### config.mk
export PLATFORM = sky130hd
export DESIGN_NAME = sorted_key_weighted_histogram_top
export DESIGN_NICKNAME = d
export VERILOG_FILES = /design/src/rtl/skwh_pkg.sv /design/src/rtl/sorted_key_weighted_histogram_top.sv /design/src/rtl/skwh_div.sv /design/src/rtl/skwh_dp.sv /design/src/rtl/skwh_ctrl.sv
export SDC_FILE = /design/constraint.sdc
export NUM_CORES = 2
export LEC_CHECK = 0
export ABC_AREA = 0
export BUFFER_PORTS_ARGS = -buffer_cell sky130_fd_sc_hd__buf_2
export CORE_MARGIN = 2
export CORE_UTILIZATION = 56
export CTS_BUF_LIST = sky130_fd_sc_hd__clkbuf_4 sky130_fd_sc_hd__clkbuf_8
export CTS_CLUSTER_DIAMETER = 60
export DETAILED_ROUTE_END_ITERATION = 10
export GPL_TIMING_DRIVEN = 0
export PLACE_DENSITY_LB_ADDON = 0.3
export SYNTH_ARGS = -nofsm -noshare
export SYNTH_HDL_FRONTEND = slang
export SYNTH_SLANG_ARGS = --single-unit
### constraint.sdc
create_clock -name i_clk -period 24.5 [get_ports i_clk]
set_input_delay 3.675 -clock i_clk [delete_from_list [all_inputs] [get_ports i_clk]]
set_output_delay 3.675 -clock i_clk [all_outputs]
set_load 0.03 [all_outputs]
### src/rtl/skwh_pkg.sv
// Shared types and constants for the sorted-key weighted histogram.
// Used by skwh_div, skwh_dp, skwh_ctrl and sorted_key_weighted_histogram_top.
// No dependencies.
package skwh_pkg;

    localparam int unsigned KEY_W        = 64;  // key, value and sum width
    localparam int unsigned NBIN_W       = 7;   // bin count / bin counter width
    localparam int unsigned BIN_W        = 6;   // emitted bin index width
    localparam int unsigned CFG_IDX_W    = 2;
    localparam int unsigned DEF_MAX_BINS = 64;
    localparam int unsigned DIV_CNT_W    = $clog2(KEY_W);

    localparam logic [NBIN_W-1:0] NUM_BINS_RESET = NBIN_W'(64);

    // configuration register indexes
    localparam logic [CFG_IDX_W-1:0] CFG_MIN_KEY  = 2'd0;
    localparam logic [CFG_IDX_W-1:0] CFG_MAX_KEY  = 2'd1;
    localparam logic [CFG_IDX_W-1:0] CFG_NUM_BINS = 2'd2;

    typedef struct packed {
        logic signed [KEY_W-1:0] point_key;
        logic signed [KEY_W-1:0] point_value;
        logic                    final_point;
    } t_point;

    typedef struct packed {
        logic        [BIN_W-1:0] bin_number;
        logic signed [KEY_W-1:0] bin_total;
        logic                    final_bin;
    } t_bin;

    // controller -> datapath
    typedef struct packed {
        logic load_in;     // capture accepted word
        logic div_start;   // launch bin width division
        logic init_batch;  // latch quotient/remainder, first bound
        logic emit;        // push open bin to output, step bound
        logic accum;       // add point value to open bin
        logic finish;      // end of batch
    } t_cmd;

    // datapath -> controller
    typedef struct packed {
        logic started;
        logic div_done;
        logic key_emit;    // point key lies past the open bin
        logic flush_emit;  // bins remain to flush
        logic last;        // held word is the final point
        logic out_free;    // output register can take a word
    } t_stat;

endpackage

### src/rtl/sorted_key_weighted_histogram_top.sv
// Weighted histogram of key-sorted points: top level.
// Joins skwh_ctrl and skwh_dp; depends on skwh_pkg.
//
// Usage:
//   Input channel (i_in_valid / o_in_stall / i_in_word): one point word of
//   key, value and final flag, keys nondecreasing and signed. Output channel
//   (o_out_valid / i_out_stall / o_out_word): one word per finished bin,
//   in bin order, empty bins included; final_bin marks the last bin.
//   Config port (i_cfg_we / i_cfg_index / i_cfg_data): min_key (0),
//   max_key (1), num_bins (2); write only between words.
// Sequence:
//   A point that closes no bin is accepted, then scanned.
//   Each bin it closes adds a scan step that waits for output room; a final
//   point then flushes each remaining bin and ends the batch. The first point
//   of a batch first runs the bin width division, one quotient bit per cycle.
//   A closed bin shows on o_out_valid the cycle after it is scanned.
// Reset: synchronous, active low. Registers return to min_key 0,
//   max_key 0, num_bins 64; no batch open, output empty.
// Back pressure: with i_out_stall high a held bin word stays and the scan
//   waits for room; o_in_stall stays high until the current point is done.
module sorted_key_weighted_histogram_top #(
    parameter int unsigned MAX_BINS = skwh_pkg::DEF_MAX_BINS
) (
    input  logic                                i_clk,
    input  logic                                i_rst_n,
    input  logic                                i_cfg_we,
    input  logic [skwh_pkg::CFG_IDX_W-1:0]      i_cfg_index,
    input  logic [skwh_pkg::KEY_W-1:0]          i_cfg_data,
    input  logic                                i_in_valid,
    output logic                                o_in_stall,
    input  skwh_pkg::t_point                    i_in_word,
    output logic                                o_out_valid,
    input  logic                                i_out_stall,
    output skwh_pkg::t_bin                      o_out_word
);

    skwh_pkg::t_cmd  cmd;
    skwh_pkg::t_stat stat;

    // sequencing: accept, divide at batch start, scan bins, flush
    skwh_ctrl u_ctrl (
        .i_clk      (i_clk),
        .i_rst_n    (i_rst_n),
        .i_in_valid (i_in_valid),
        .i_stat     (stat),
        .o_in_stall (o_in_stall),
        .o_cmd      (cmd)
    );

    // bounds, sums and the output register
    skwh_dp #(
        .MAX_BINS (MAX_BINS)
    ) u_dp (
        .i_clk       (i_clk),
        .i_rst_n     (i_rst_n),
        .i_cfg_we    (i_cfg_we),
        .i_cfg_index (i_cfg_index),
        .i_cfg_data  (i_cfg_data),
        .i_in_word   (i_in_word),
        .i_out_stall (i_out_stall),
        .i_cmd       (cmd),
        .o_stat      (stat),
        .o_out_valid (o_out_valid),
        .o_out_word  (o_out_word)
    );

    // a taken word keeps the input closed for at least the scan cycle
    a_busy_after_accept: assert property (@(posedge i_clk) disable iff (!i_rst_n)
        (i_in_valid && !o_in_stall) |=> o_in_stall)
        else $error("input not stalled after accept");

    // a bin is only pushed when the output register can take it
    a_emit_room: assert property (@(posedge i_clk) disable iff (!i_rst_n)
        cmd.emit |-> stat.out_free)
        else $error("bin emitted into a full output register");

    // a bin is only pushed when a key passed it or a flush is running
    a_emit_cause: assert property (@(posedge i_clk) disable iff (!i_rst_n)
        cmd.emit |-> (stat.key_emit || stat.flush_emit))
        else $error("bin emitted without cause");

    // an emitted bin shows on the output the next cycle
    a_emit_shows: assert property (@(posedge i_clk) disable iff (!i_rst_n)
        cmd.emit |=> o_out_valid)
        else $error("emitted bin missing at output");

endmodule

### src/rtl/skwh_div.sv
// Iterative restoring divider: unsigned key-width dividend by bin count.
// One quotient bit per cycle. Depends on skwh_pkg.
module skwh_div (
    input  logic                                i_clk,
    input  logic                                i_rst_n,
    input  logic                                i_start,
    input  logic [skwh_pkg::KEY_W-1:0]          i_dividend,
    input  logic [skwh_pkg::NBIN_W-1:0]         i_divisor,
    output logic                                o_done,
    output logic [skwh_pkg::KEY_W-1:0]          o_quotient,
    output logic [skwh_pkg::NBIN_W-1:0]         o_remainder
);

    logic                               r_busy;
    logic                               r_done;
    logic [skwh_pkg::DIV_CNT_W-1:0]     r_cnt;
    logic [skwh_pkg::KEY_W-1:0]         r_quo;
    logic [skwh_pkg::NBIN_W-1:0]        r_rem;
    logic [skwh_pkg::NBIN_W-1:0]        r_dvs;

    logic [skwh_pkg::NBIN_W:0]          trial;
    logic [skwh_pkg::NBIN_W:0]          diff;
    logic                               ge;
    logic [skwh_pkg::NBIN_W-1:0]        n_rem;

    assign trial = {r_rem, r_quo[skwh_pkg::KEY_W-1]};
    assign ge    = trial >= {1'b0, r_dvs};
    assign diff  = trial - {1'b0, r_dvs};
    // partial remainder stays below the divisor, so it fits NBIN_W bits
    assign n_rem = ge ? diff[skwh_pkg::NBIN_W-1:0] : trial[skwh_pkg::NBIN_W-1:0];

    always_ff @(posedge i_clk) begin
        if (!i_rst_n) begin
            r_busy <= 1'b0;
            r_done <= 1'b0;
            r_cnt  <= '0;
        end else if (i_start) begin
            r_busy <= 1'b1;
            r_done <= 1'b0;
            r_cnt  <= '1;
        end else if (r_busy) begin
            r_cnt  <= r_cnt - 1'b1;
            if (r_cnt == '0) begin
                r_busy <= 1'b0;
                r_done <= 1'b1;
            end
        end else begin
            r_done <= 1'b0;
        end
    end

    always_ff @(posedge i_clk) begin
        if (i_start) begin
            r_quo <= i_dividend;
            r_rem <= '0;
            r_dvs <= i_divisor;
        end else if (r_busy) begin
            r_quo <= {r_quo[skwh_pkg::KEY_W-2:0], ge};
            r_rem <= n_rem;
        end
    end

    assign o_done      = r_done;
    assign o_quotient  = r_quo;
    assign o_remainder = r_rem;

endmodule

### src/rtl/skwh_dp.sv
// Datapath: config registers, held point, bin bound stepping, running sum,
// output register. Depends on skwh_pkg and skwh_div.
module skwh_dp #(
    parameter int unsigned MAX_BINS = skwh_pkg::DEF_MAX_BINS
) (
    input  logic                                i_clk,
    input  logic                                i_rst_n,
    input  logic                                i_cfg_we,
    input  logic [skwh_pkg::CFG_IDX_W-1:0]      i_cfg_index,
    input  logic [skwh_pkg::KEY_W-1:0]          i_cfg_data,
    input  skwh_pkg::t_point                    i_in_word,
    input  logic                                i_out_stall,
    input  skwh_pkg::t_cmd                      i_cmd,
    output skwh_pkg::t_stat                     o_stat,
    output logic                                o_out_valid,
    output skwh_pkg::t_bin                      o_out_word
);

    localparam logic [skwh_pkg::NBIN_W-1:0] MaxN = skwh_pkg::NBIN_W'(MAX_BINS);

    // configuration
    logic signed [skwh_pkg::KEY_W-1:0]  r_min_key;
    logic signed [skwh_pkg::KEY_W-1:0]  r_max_key;
    logic        [skwh_pkg::NBIN_W-1:0] r_num_bins;

    // batch state
    skwh_pkg::t_point                   r_pt;
    logic                               r_started;
    logic        [skwh_pkg::NBIN_W-1:0] r_cur;
    logic signed [skwh_pkg::KEY_W-1:0]  r_sum;
    logic signed [skwh_pkg::KEY_W-1:0]  r_bound;
    logic        [skwh_pkg::KEY_W-1:0]  r_wq;
    logic        [skwh_pkg::NBIN_W-1:0] r_wr;
    logic        [skwh_pkg::NBIN_W-1:0] r_racc;

    logic                               r_out_valid;
    skwh_pkg::t_bin                     r_out;

    logic        [skwh_pkg::NBIN_W-1:0] n;
    logic        [skwh_pkg::KEY_W-1:0]  range;
    logic                               div_done;
    logic        [skwh_pkg::KEY_W-1:0]  div_q;
    logic        [skwh_pkg::NBIN_W-1:0] div_r;
    logic        [skwh_pkg::NBIN_W:0]   cur_inc;
    logic signed [skwh_pkg::KEY_W-1:0]  open_bound;
    logic                               cur_lt_n;
    logic                               key_above_min;
    logic        [skwh_pkg::NBIN_W-1:0] racc_sum;
    logic                               carry;
    logic        [skwh_pkg::NBIN_W-1:0] n_racc;
    logic signed [skwh_pkg::KEY_W-1:0]  n_bound;
    logic                               out_free;

    // bin count clamped to 1..MAX_BINS
    always_comb begin
        if (r_num_bins == '0) begin
            n = skwh_pkg::NBIN_W'(1);
        end else if (r_num_bins > MaxN) begin
            n = MaxN;
        end else begin
            n = r_num_bins;
        end
    end

    assign range = (r_max_key > r_min_key) ? (r_max_key - r_min_key) : '0;

    skwh_div u_div (
        .i_clk       (i_clk),
        .i_rst_n     (i_rst_n),
        .i_start     (i_cmd.div_start),
        .i_dividend  (range),
        .i_divisor   (n),
        .o_done      (div_done),
        .o_quotient  (div_q),
        .o_remainder (div_r)
    );

    assign cur_inc       = {1'b0, r_cur} + 1'b1;
    assign open_bound    = (cur_inc >= {1'b0, n}) ? r_max_key : r_bound;
    assign cur_lt_n      = r_cur < n;
    assign key_above_min = r_pt.point_key > r_min_key;

    // bound step: add quotient, carry one when remainders pile up to n or more
    assign racc_sum = r_racc + r_wr;
    assign carry    = racc_sum >= n;
    assign n_racc   = carry ? (racc_sum - n) : racc_sum;
    assign n_bound  = r_bound + $signed(r_wq) + $signed({{(skwh_pkg::KEY_W-1){1'b0}}, carry});

    assign out_free = !r_out_valid || !i_out_stall;

    always_ff @(posedge i_clk) begin
        if (!i_rst_n) begin
            r_min_key  <= '0;
            r_max_key  <= '0;
            r_num_bins <= skwh_pkg::NUM_BINS_RESET;
        end else if (i_cfg_we) begin
            case (i_cfg_index)
                skwh_pkg::CFG_MIN_KEY:  r_min_key  <= i_cfg_data;
                skwh_pkg::CFG_MAX_KEY:  r_max_key  <= i_cfg_data;
                skwh_pkg::CFG_NUM_BINS: r_num_bins <= i_cfg_data[skwh_pkg::NBIN_W-1:0];
                default: ;
            endcase
        end
    end

    always_ff @(posedge i_clk) begin
        if (!i_rst_n) begin
            r_started   <= 1'b0;
            r_cur       <= '0;
            r_sum       <= '0;
            r_racc      <= '0;
            r_out_valid <= 1'b0;
        end else begin
            if (i_cmd.init_batch) begin
                r_started <= 1'b1;
                r_cur     <= '0;
                r_sum     <= '0;
                r_racc    <= div_r;
            end else if (i_cmd.emit) begin
                r_cur  <= cur_inc[skwh_pkg::NBIN_W-1:0];
                r_sum  <= '0;
                r_racc <= n_racc;
            end else if (i_cmd.accum) begin
                if (key_above_min && cur_lt_n) begin
                    r_sum <= r_sum + r_pt.point_value;
                end
            end else if (i_cmd.finish) begin
                r_started <= 1'b0;
            end

            if (i_cmd.emit) begin
                r_out_valid <= 1'b1;
            end else if (!i_out_stall) begin
                r_out_valid <= 1'b0;
            end
        end
    end

    // payload registers
    always_ff @(posedge i_clk) begin
        if (i_cmd.load_in) begin
            r_pt <= i_in_word;
        end
        if (i_cmd.init_batch) begin
            r_wq    <= div_q;
            r_wr    <= div_r;
            r_bound <= r_min_key + $signed(div_q);
        end else if (i_cmd.emit) begin
            r_bound <= n_bound;
        end
        if (i_cmd.emit) begin
            r_out.bin_number <= r_cur[skwh_pkg::BIN_W-1:0];
            r_out.bin_total  <= r_sum;
            r_out.final_bin  <= cur_inc == {1'b0, n};
        end
    end

    always_comb begin
        o_stat.started    = r_started;
        o_stat.div_done   = div_done;
        o_stat.key_emit   = cur_lt_n && key_above_min && (r_pt.point_key > open_bound);
        o_stat.flush_emit = cur_lt_n;
        o_stat.last       = r_pt.final_point;
        o_stat.out_free   = out_free;
    end

    assign o_out_valid = r_out_valid;
    assign o_out_word  = r_out;

endmodule

### src/rtl/skwh_ctrl.sv
// Controller state machine: accept, batch start division, bin scan, flush.
// Depends on skwh_pkg.
module skwh_ctrl (
    input  logic              i_clk,
    input  logic              i_rst_n,
    input  logic              i_in_valid,
    input  skwh_pkg::t_stat   i_stat,
    output logic              o_in_stall,
    output skwh_pkg::t_cmd    o_cmd
);

    typedef enum logic [1:0] {
        S_IDLE,
        S_DIV,
        S_SCAN,
        S_FLUSH
    } t_state;

    t_state r_state;
    t_state n_state;
    logic   r_in_stall;
    logic   n_in_stall;

    always_comb begin
        n_state = r_state;
        o_cmd   = '0;
        case (r_state)
            S_IDLE: begin
                if (i_in_valid) begin
                    o_cmd.load_in = 1'b1;
                    if (i_stat.started) begin
                        n_state = S_SCAN;
                    end else begin
                        o_cmd.div_start = 1'b1;
                        n_state         = S_DIV;
                    end
                end
            end
            S_DIV: begin
                if (i_stat.div_done) begin
                    o_cmd.init_batch = 1'b1;
                    n_state          = S_SCAN;
                end
            end
            S_SCAN: begin
                if (i_stat.key_emit) begin
                    o_cmd.emit = i_stat.out_free;
                end else begin
                    o_cmd.accum = 1'b1;
                    n_state     = i_stat.last ? S_FLUSH : S_IDLE;
                end
            end
            S_FLUSH: begin
                if (i_stat.flush_emit) begin
                    o_cmd.emit = i_stat.out_free;
                end else begin
                    o_cmd.finish = 1'b1;
                    n_state      = S_IDLE;
                end
            end
            default: n_state = S_IDLE;
        endcase
        n_in_stall = n_state != S_IDLE;
    end

    always_ff @(posedge i_clk) begin
        if (!i_rst_n) begin
            r_state    <= S_IDLE;
            r_in_stall <= 1'b0;
        end else begin
            r_state    <= n_state;
            r_in_stall <= n_in_stall;
        end
    end

    // stall mirrors the state, so in IDLE a valid word is always taken
    assign o_in_stall = r_in_stall;

endmodule

# [After elaboration in Yosys (flattened, before gate mapping)]
# Cells that the tools add are included.
[op_classes] add_sub_neg=10 n_mul=0 div=0 order_cmp=8 eq_ne=9 shift=0 n_mux=42 bitwise=2 reduce_logical=21
[ops] cell="64-bit 2-to-1 mux" count=6
[ops] cell="64-bit adder" count=3
[ops] cell="64-bit > comparator" count=3
[ops] cell="64-bit by 2-bit adder with 64-bit output" count=1
[ops] cell="64-bit subtractor" count=1
[ops] cell="7-bit 2-to-1 mux" count=6
[ops] cell="1-bit 2-to-1 mux" count=18
[ops] cell="8-bit by 7-bit greater-or-equal comparator with 1-bit output" count=2
[ops] cell="2-bit 2-to-1 mux" count=8
[ops] cell="7-bit subtractor" count=2
[ops] cell="6-bit 2-to-1 mux" count=2
[ops] cell="7-bit by 1-bit adder with 8-bit output, second input constant" count=1
[ops] cell="8-bit by 7-bit equality test with 1-bit output" count=1
[ops] cell="2-bit one-hot mux with 4 select lines" count=1
[ops] cell="2-bit AND reduction" count=4
[ops] cell="2-bit nonzero test" count=4
[ops] cell="7-bit adder" count=1
[ops] cell="7-bit greater-or-equal comparator" count=1
[ops] cell="7-bit > comparator, second input constant" count=1
[ops] cell="7-bit logical NOT" count=1
[ops] cell="7-bit < comparator" count=1
[ops] cell="2-bit equality test, second input constant" count=3
[ops] cell="6-bit logical NOT" count=1
[ops] cell="2-bit by 1-bit != test with 1-bit output, second input constant" count=3
[ops] cell="other kinds (11)" count=17
[totals] register_bits=639 latch_bits=0 mem_bits_rw=0 romBits=0 in_bits=200 word_cells=117 memories=0

# [Longest topological paths before layout]
[depth] depth_word=12 ltp_mapped=27

# [By module]
# A second synthesis with hierarchy kept.
[unflattened] cells_unflattened=4542 hier_area_um2=42903.6
[modules_own_cells] module="skwh_dp" n_inst=1 cells_each=4227 area_per_inst_um2=38549.5
[modules_own_cells] module="skwh_div" n_inst=1 cells_each=286 area_per_inst_um2=4110.2
[modules_own_cells] module="skwh_ctrl" n_inst=1 cells_each=29 area_per_inst_um2=244.0

# [Least setup slack after synthesis]
# No wires, ideal clock.
[synth_timing] path_type="in2reg" start="in i_in_valid" end="reg u_dp.u_div.r_quo, in the netlist u_dp.u_div.o_quotient[0], enable pin" setup_time_ps=433 arrival_ps=14905 path_slack_ps=9162 path_stages=4 cell_sequence="nor3b_1 -> nand2b_1 -> clkbuf_1 -> nand2b_1"
[synth_between] elab_chain_cells=3
[synth_lines] element="from (decl)" line_no="sorted_key_weighted_histogram_top.sv:29" rtl="input logic i_in_valid,"
[synth_lines] element="2-bit 2-to-1 mux" line_no="skwh_ctrl.sv:29" rtl="if (i_in_valid) begin"
[synth_lines] element="2-bit 2-to-1 mux" line_no="skwh_ctrl.sv:27" rtl="case (r_state)"
[synth_lines] element="2-bit nonzero test (no source line)"
[synth_lines] element="to (signal assigned)" line_no="skwh_div.sv:54" rtl="r_quo <= i_dividend;"
[synth_lines] element="to (signal assigned)" line_no="skwh_div.sv:58" rtl="r_quo <= {r_quo[skwh_pkg::KEY_W-2:0], ge};"
[synth_lines] element="to (decl)" line_no="skwh_div.sv:17" rtl="logic [skwh_pkg::KEY_W-1:0] r_quo;"
# No other way between the ends.
# A chain may end at the register's enable or synchronous reset.

# [Worst setup path after layout]
[layout_timing] start="reg u_dp.r_num_bins[2] in the netlist's numbering" end="reg u_dp.r_bound[40] in the netlist's numbering, enable pin"
[layout_between] elab_chain_cells=10 elab_cells_between_ends=14
[layout_lines] element="from (decl)" line_no="skwh_dp.sv:24" rtl="logic [skwh_pkg::NBIN_W-1:0] r_num_bins;"
[layout_lines] element="from (signal assigned)" line_no="skwh_dp.sv:95" rtl="r_num_bins <= skwh_pkg::NUM_BINS_RESET;"
[layout_lines] element="from (signal assigned)" line_no="skwh_dp.sv:100" rtl="skwh_pkg::CFG_NUM_BINS: r_num_bins <= i_cfg_data[skwh_pkg::NBIN_W-1:0];"
[layout_lines] element="7-bit > comparator" line_no="skwh_dp.sv:58" rtl="end else if (r_num_bins > MaxN) begin"
[layout_lines] element="7-bit 2-to-1 mux" line_no="skwh_dp.sv:58"
[layout_lines] element="7-bit 2-to-1 mux *" line_no="skwh_dp.sv:56" rtl="if (r_num_bins == '0) begin"
[layout_lines] element="named net u_dp.n, one bit" line_no="skwh_dp.sv:39" rtl="logic [skwh_pkg::NBIN_W-1:0] n;"
[layout_lines] element="8-bit by 7-bit greater-or-equal comparator with 1-bit output" line_no="skwh_dp.sv:79" rtl="assign open_bound = (cur_inc >= {1'b0, n}) ? r_max_key : r_bound;"
[layout_lines] element="64-bit 2-to-1 mux" line_no="skwh_dp.sv:79"
[layout_lines] element="64-bit > comparator" line_no="skwh_dp.sv:161" rtl="o_stat.key_emit = cur_lt_n && key_above_min && (r_pt.point_key > open_bound);"
[layout_lines] element="1-bit logical AND" line_no="skwh_dp.sv:161"
[layout_lines] element="1-bit 2-to-1 mux" line_no="skwh_ctrl.sv:46" rtl="if (i_stat.key_emit) begin"
[layout_lines] element="1-bit one-hot mux with 2 select lines *" line_no="skwh_ctrl.sv:27"
[layout_lines] element="2-bit nonzero test (no source line) *"
[layout_lines] element="to (signal assigned)" line_no="skwh_dp.sv:147" rtl="r_bound <= r_min_key + $signed(div_q);"
[layout_lines] element="to (signal assigned)" line_no="skwh_dp.sv:149" rtl="r_bound <= n_bound;"
[layout_lines] element="to (decl)" line_no="skwh_dp.sv:31" rtl="logic signed [skwh_pkg::KEY_W-1:0] r_bound;"
# The timed path passes the listed nets; every way through them passes the cells marked *.

==> summary.txt <==
Power
  – Power per cell area: 62.30 nW/µm²
  – Leakage: 0.01929 µW
  – Max VDD drop: 0.05923 mV
  – Power, Total: between 2000 and 3000 µW

Die
  – Die area: approximately 75,000 µm²
  – Rows: 99
  – Core Area: roughly 73,000 µm²
  – Die height: 274.1 µm
  – Starting Density: a little under three fifths
  – Chip width: 274.1 µm
  – Top Ports: about 270

GRT
  – Grt total ovfl: 0
  – Total track usage: 31.46%
  – Largest net degree at the start of global routing: 73
  – Vias in the first global route: about 33,000
  – Antenna violations before repair: 10
  – First-pass GRT wire length: 183,300 µm

Cells and area
  – Area of the multi-input gates: 22,690 µm²
  – Register area: 16,860 µm²
  – Share of layout cells above drive strength 1: a little under an eighth
  – Final Non-Filler Cells: a little under 6,000
  – # fillers: 6,076
  – Synth-to-layout area growth: 12.87%
  – Layout Utilization: 63.52%
  – Final nets: 5,351

Synthesis
  – EDFF count, synth: 406
  – Sequential area share after synthesis: 41.27%
  – Dominant cells by area after synthesis: edfxtp_1 30%, ha_1 13%, dfxtp_1 11%, a21oi_1 6.4%, nand2_1 4.7%
  – Area leader, netlist: edfxtp_1
  – Syn_nets: 4,949
  – Ys Warns: 0
  – Count leader, synth: a21oi_1
  – Syn Area/Cell: 9.447 µm²
  – Most common flop cell mapped by yosys: edfxtp_1
  – Mapped cell area: roughly 40,000 µm²
  – Flops & latches, synth: about 640
  – Synth unique cells: a little under 90
  – Top post-synthesis cells by count: 519 x a21oi_1, 510 x nand2_1, 417 x ha_1, 406 x edfxtp_1, 310 x nor2_1
  – Async set or reset register ratio after synthesis: 0%
  – Synthesized instance count: 4,324
  – Post-synth top area share: between 20 and 30%

Clock tree
  – TritonCTS clock tree: yes
  – Clk_lat worst skew: 0.77 ns
  – Setup Buffers After CTS: 0
  – Clock transition at the registers of the reported paths: 0.06 ns
  – CTS Buf Count: 110
  – CTS Root Cell: clkbuf_8
  – Post-cts hold buffer count: 0
  – # clock sinks: 639
  – Clock buffer depth: 3
  – H-tree levels: 3
  – Resized Gates After CTS: 0

Route
  – Residual DRC: 0
  – DRT iter0 DRCs: 3,464
  – Vias/cell: 6.056
  – Remaining antenna violation count: 0
  – Average wire per standard cell: 20.97 µm
  – Total number of vias: 35,060
  – Pre-antenna DRT Iters: 6
  – DRT Wirelength: 121,400 µm

Critical path
  – Data arrival time of the worst path: 8.99 ns
  – Buf/Inv on CP: 4
  – CP Launch Type: flip-flop
  – Top Family by Delay on Critical Path: buffers and inverters
  – Critical Path RT: 24.91 ns
  – Crit Path Max Fanout: 43
  – Reg2reg start: u_dp.r_num_bins[2]
  – CP Capture Type: flip-flop
  – Internal reg-to-reg setup slack: 15.92 ns
  – R2r endpoint: u_dp.r_bound[40]
  – R2R cell count: 23
  – CP Class: flip-flop to flip-flop
  – Critical-path top delay cell: nor4_1
  – Crit path cell chain: nor3_1 -> a21oi_1 -> nor2_1 -> ha_1 -> a21boi_0 -> o21ai_0 -> nand2b_1 -> a21oi_1 -> o211ai_1 -> buf_1 -> clkbuf_1 -> mux2i_1 -> ha_1 -> nand4_1 -> nor4_1 -> a221oi_1 -> o211ai_1 -> a31oi_1 -> mux2_2 -> o31ai_4 -> nor2_1 -> inv_4 -> buf_16
  – Max stage delay on crit path: 1.07 ns

Placed design
  – Cells after DPL: roughly 5,600
  – PortBufs: 272
  – Post-Place Worst Slack: 16.08 ns
  – GPL Wtd Cong: ~0.95
  – DP Wirelength: 92,810 µm

Timing
  – Total Neg Setup Slack: 0 ns
  – Worst clock skew: 0.06229 ns
  – Final Cycle Share: 35.01%
  – Final slew viol count: 11
  – Finish-stage setup viols: 0
  – Clock period minus worst slack: 8.578 ns
  – Slew HR: -3.370%
  – Fin. Hold Viols: 0
  – FMAX: 116.6 MHz
  – Worst Tran Pin Value: roughly 1.6 ns
  – RSZ-0062 raised after global routing: false
  – Final setup margin: 15.92 ns

Flow run
  – Max cap viols: 1

Status
  – Failing checks: max-capacitance violations, max-slew violations
  – Outcome: complete, but fails checks

Min path
  – Hold Path Sink: u_dp.o_out_word[41]
  – Hold Path Class: flip-flop to flip-flop
  – Hold path depth: 0
  – Min-delay src: u_dp.r_sum[40]
-- worst register-to-register path, delay by kind of cell, from the launching register on --
| family | cells | cell delay, ns |
|---|---|---|
| DFF | 1 | 0.33 |
| AOI/OAI and AO/OA | 9 | 2.07 |
| adders and majority gates | 2 | 0.67 |
| buffers and inverters | 4 | 2.36 |
| and+or+nand+nor | 6 | 2.16 |
| muxes | 2 | 0.60 |
-- how the worst max path moves through the flow --
stage | startpoint | end | slack, ns | cells past startpoint
2_1_floorplan | i_in_valid | u_dp.u_div.o_quotient[0] | 9.16 | 4
3_3_place_gp | i_in_valid | u_dp.u_div.o_quotient[15] | 1.95 | 5
3_5_place_dp | u_dp.r_num_bins[1] | u_dp.r_bound[19] | 16.08 | 23
4_1_cts | u_dp.r_num_bins[2] | u_dp.r_bound[40] | 15.98 | 23
5_1_grt | u_dp.r_num_bins[2] | u_dp.r_bound[40] | 15.54 | 23
6_report | u_dp.r_num_bins[2] | u_dp.r_bound[40] | 15.92 | 23
-- power breakdown --
group | switching, µW | internal, µW | leakage, µW
combinational | 335 | 219 | 0.0124
clock | 478 | 571 | 0.00127
sequential | 51.3 | 1220 | 0.00562
-- layout by cell type, fill, tap and decap left out, drive strengths merged, types with 89 or more instances in the layout --
master	n
a21oi	521
dfxtp	233
edfxtp	406
xnor2	148
inv	154
o21ai	200
nand2	510
a21o	221
nor2	311
buf	315
ha	417
clkbuf	326
mux2i	89
xor2	103
-- logic make-up (layout without fill, tap and decap cells) --
| group | after synthesis | count (layout) | synth area share (%) |
|---|---|---|---|
| buffers and inverters | 342 | 841 | 3.219 |
| flip-flops | 639 | 639 | 41.27 |
| XOR/XNOR | 251 | 251 | 5.400 |
| multiplexers | 100 | 100 | 2.493 |
| other | 0 | 8 | 0 |
| adder cells (fa/ha/maj) | 425 | 425 | 13.17 |
| AO/OA/AOI/OAI | 1335 | 1335 | 20.85 |
| AND/OR/NAND/NOR | 1232 | 1232 | 13.61 |
-- final cells by class --
class | instances | share of cell area, %
Timing Repair Buffer | 290 | 3.536
Buffer | 191 | 1.645
Antenna cell | 8 | 0.04342
Clock buffer | 160 | 4.315
Multi-Input combinational cell | 3343 | 49.21
Sequential cell | 639 | 36.56
Inverter | 151 | 1.235
Tap cell | 959 | 2.603
Clock inverter | 49 | 0.8494
-- registers in the layout, summed over array words and instances, names as in the netlist, 2 cells and up --
register	count
u_dp.r_num_bins	7
u_dp.r_min_key	64
u_dp.r_racc	7
u_ctrl.r_state	2
u_dp.r_cur	7
u_dp.u_div.r_dvs	7
u_dp.r_max_key	64
u_dp.r_wr	7
u_dp.r_sum	64
u_dp.r_pt	128
u_dp.u_div.r_cnt	6
u_dp.u_div.o_remainder	7
u_dp.r_wq	64
u_dp.r_bound	64
u_dp.o_out_word	71
u_dp.u_div.o_quotient	64
-- stage by stage --
stage | area, µm² | hold slack [ns]
global placement | 43410 | 0.4429
detailed placement | 43700 | 0.4491
CTS | 46080 | 0.4491
floorplan | 40850 | 0.4308
global route | 46100 | 0.4698
finish | 46100 | 0.4557
-- metal layers --
layer	GRT usage [%]	routed length (µm)
met1	41.03	51080
met2	51.91	56150
met3	4.860	9098
met4	13.60	5064
met5	0	19
(Power assumes the default switching activity.)
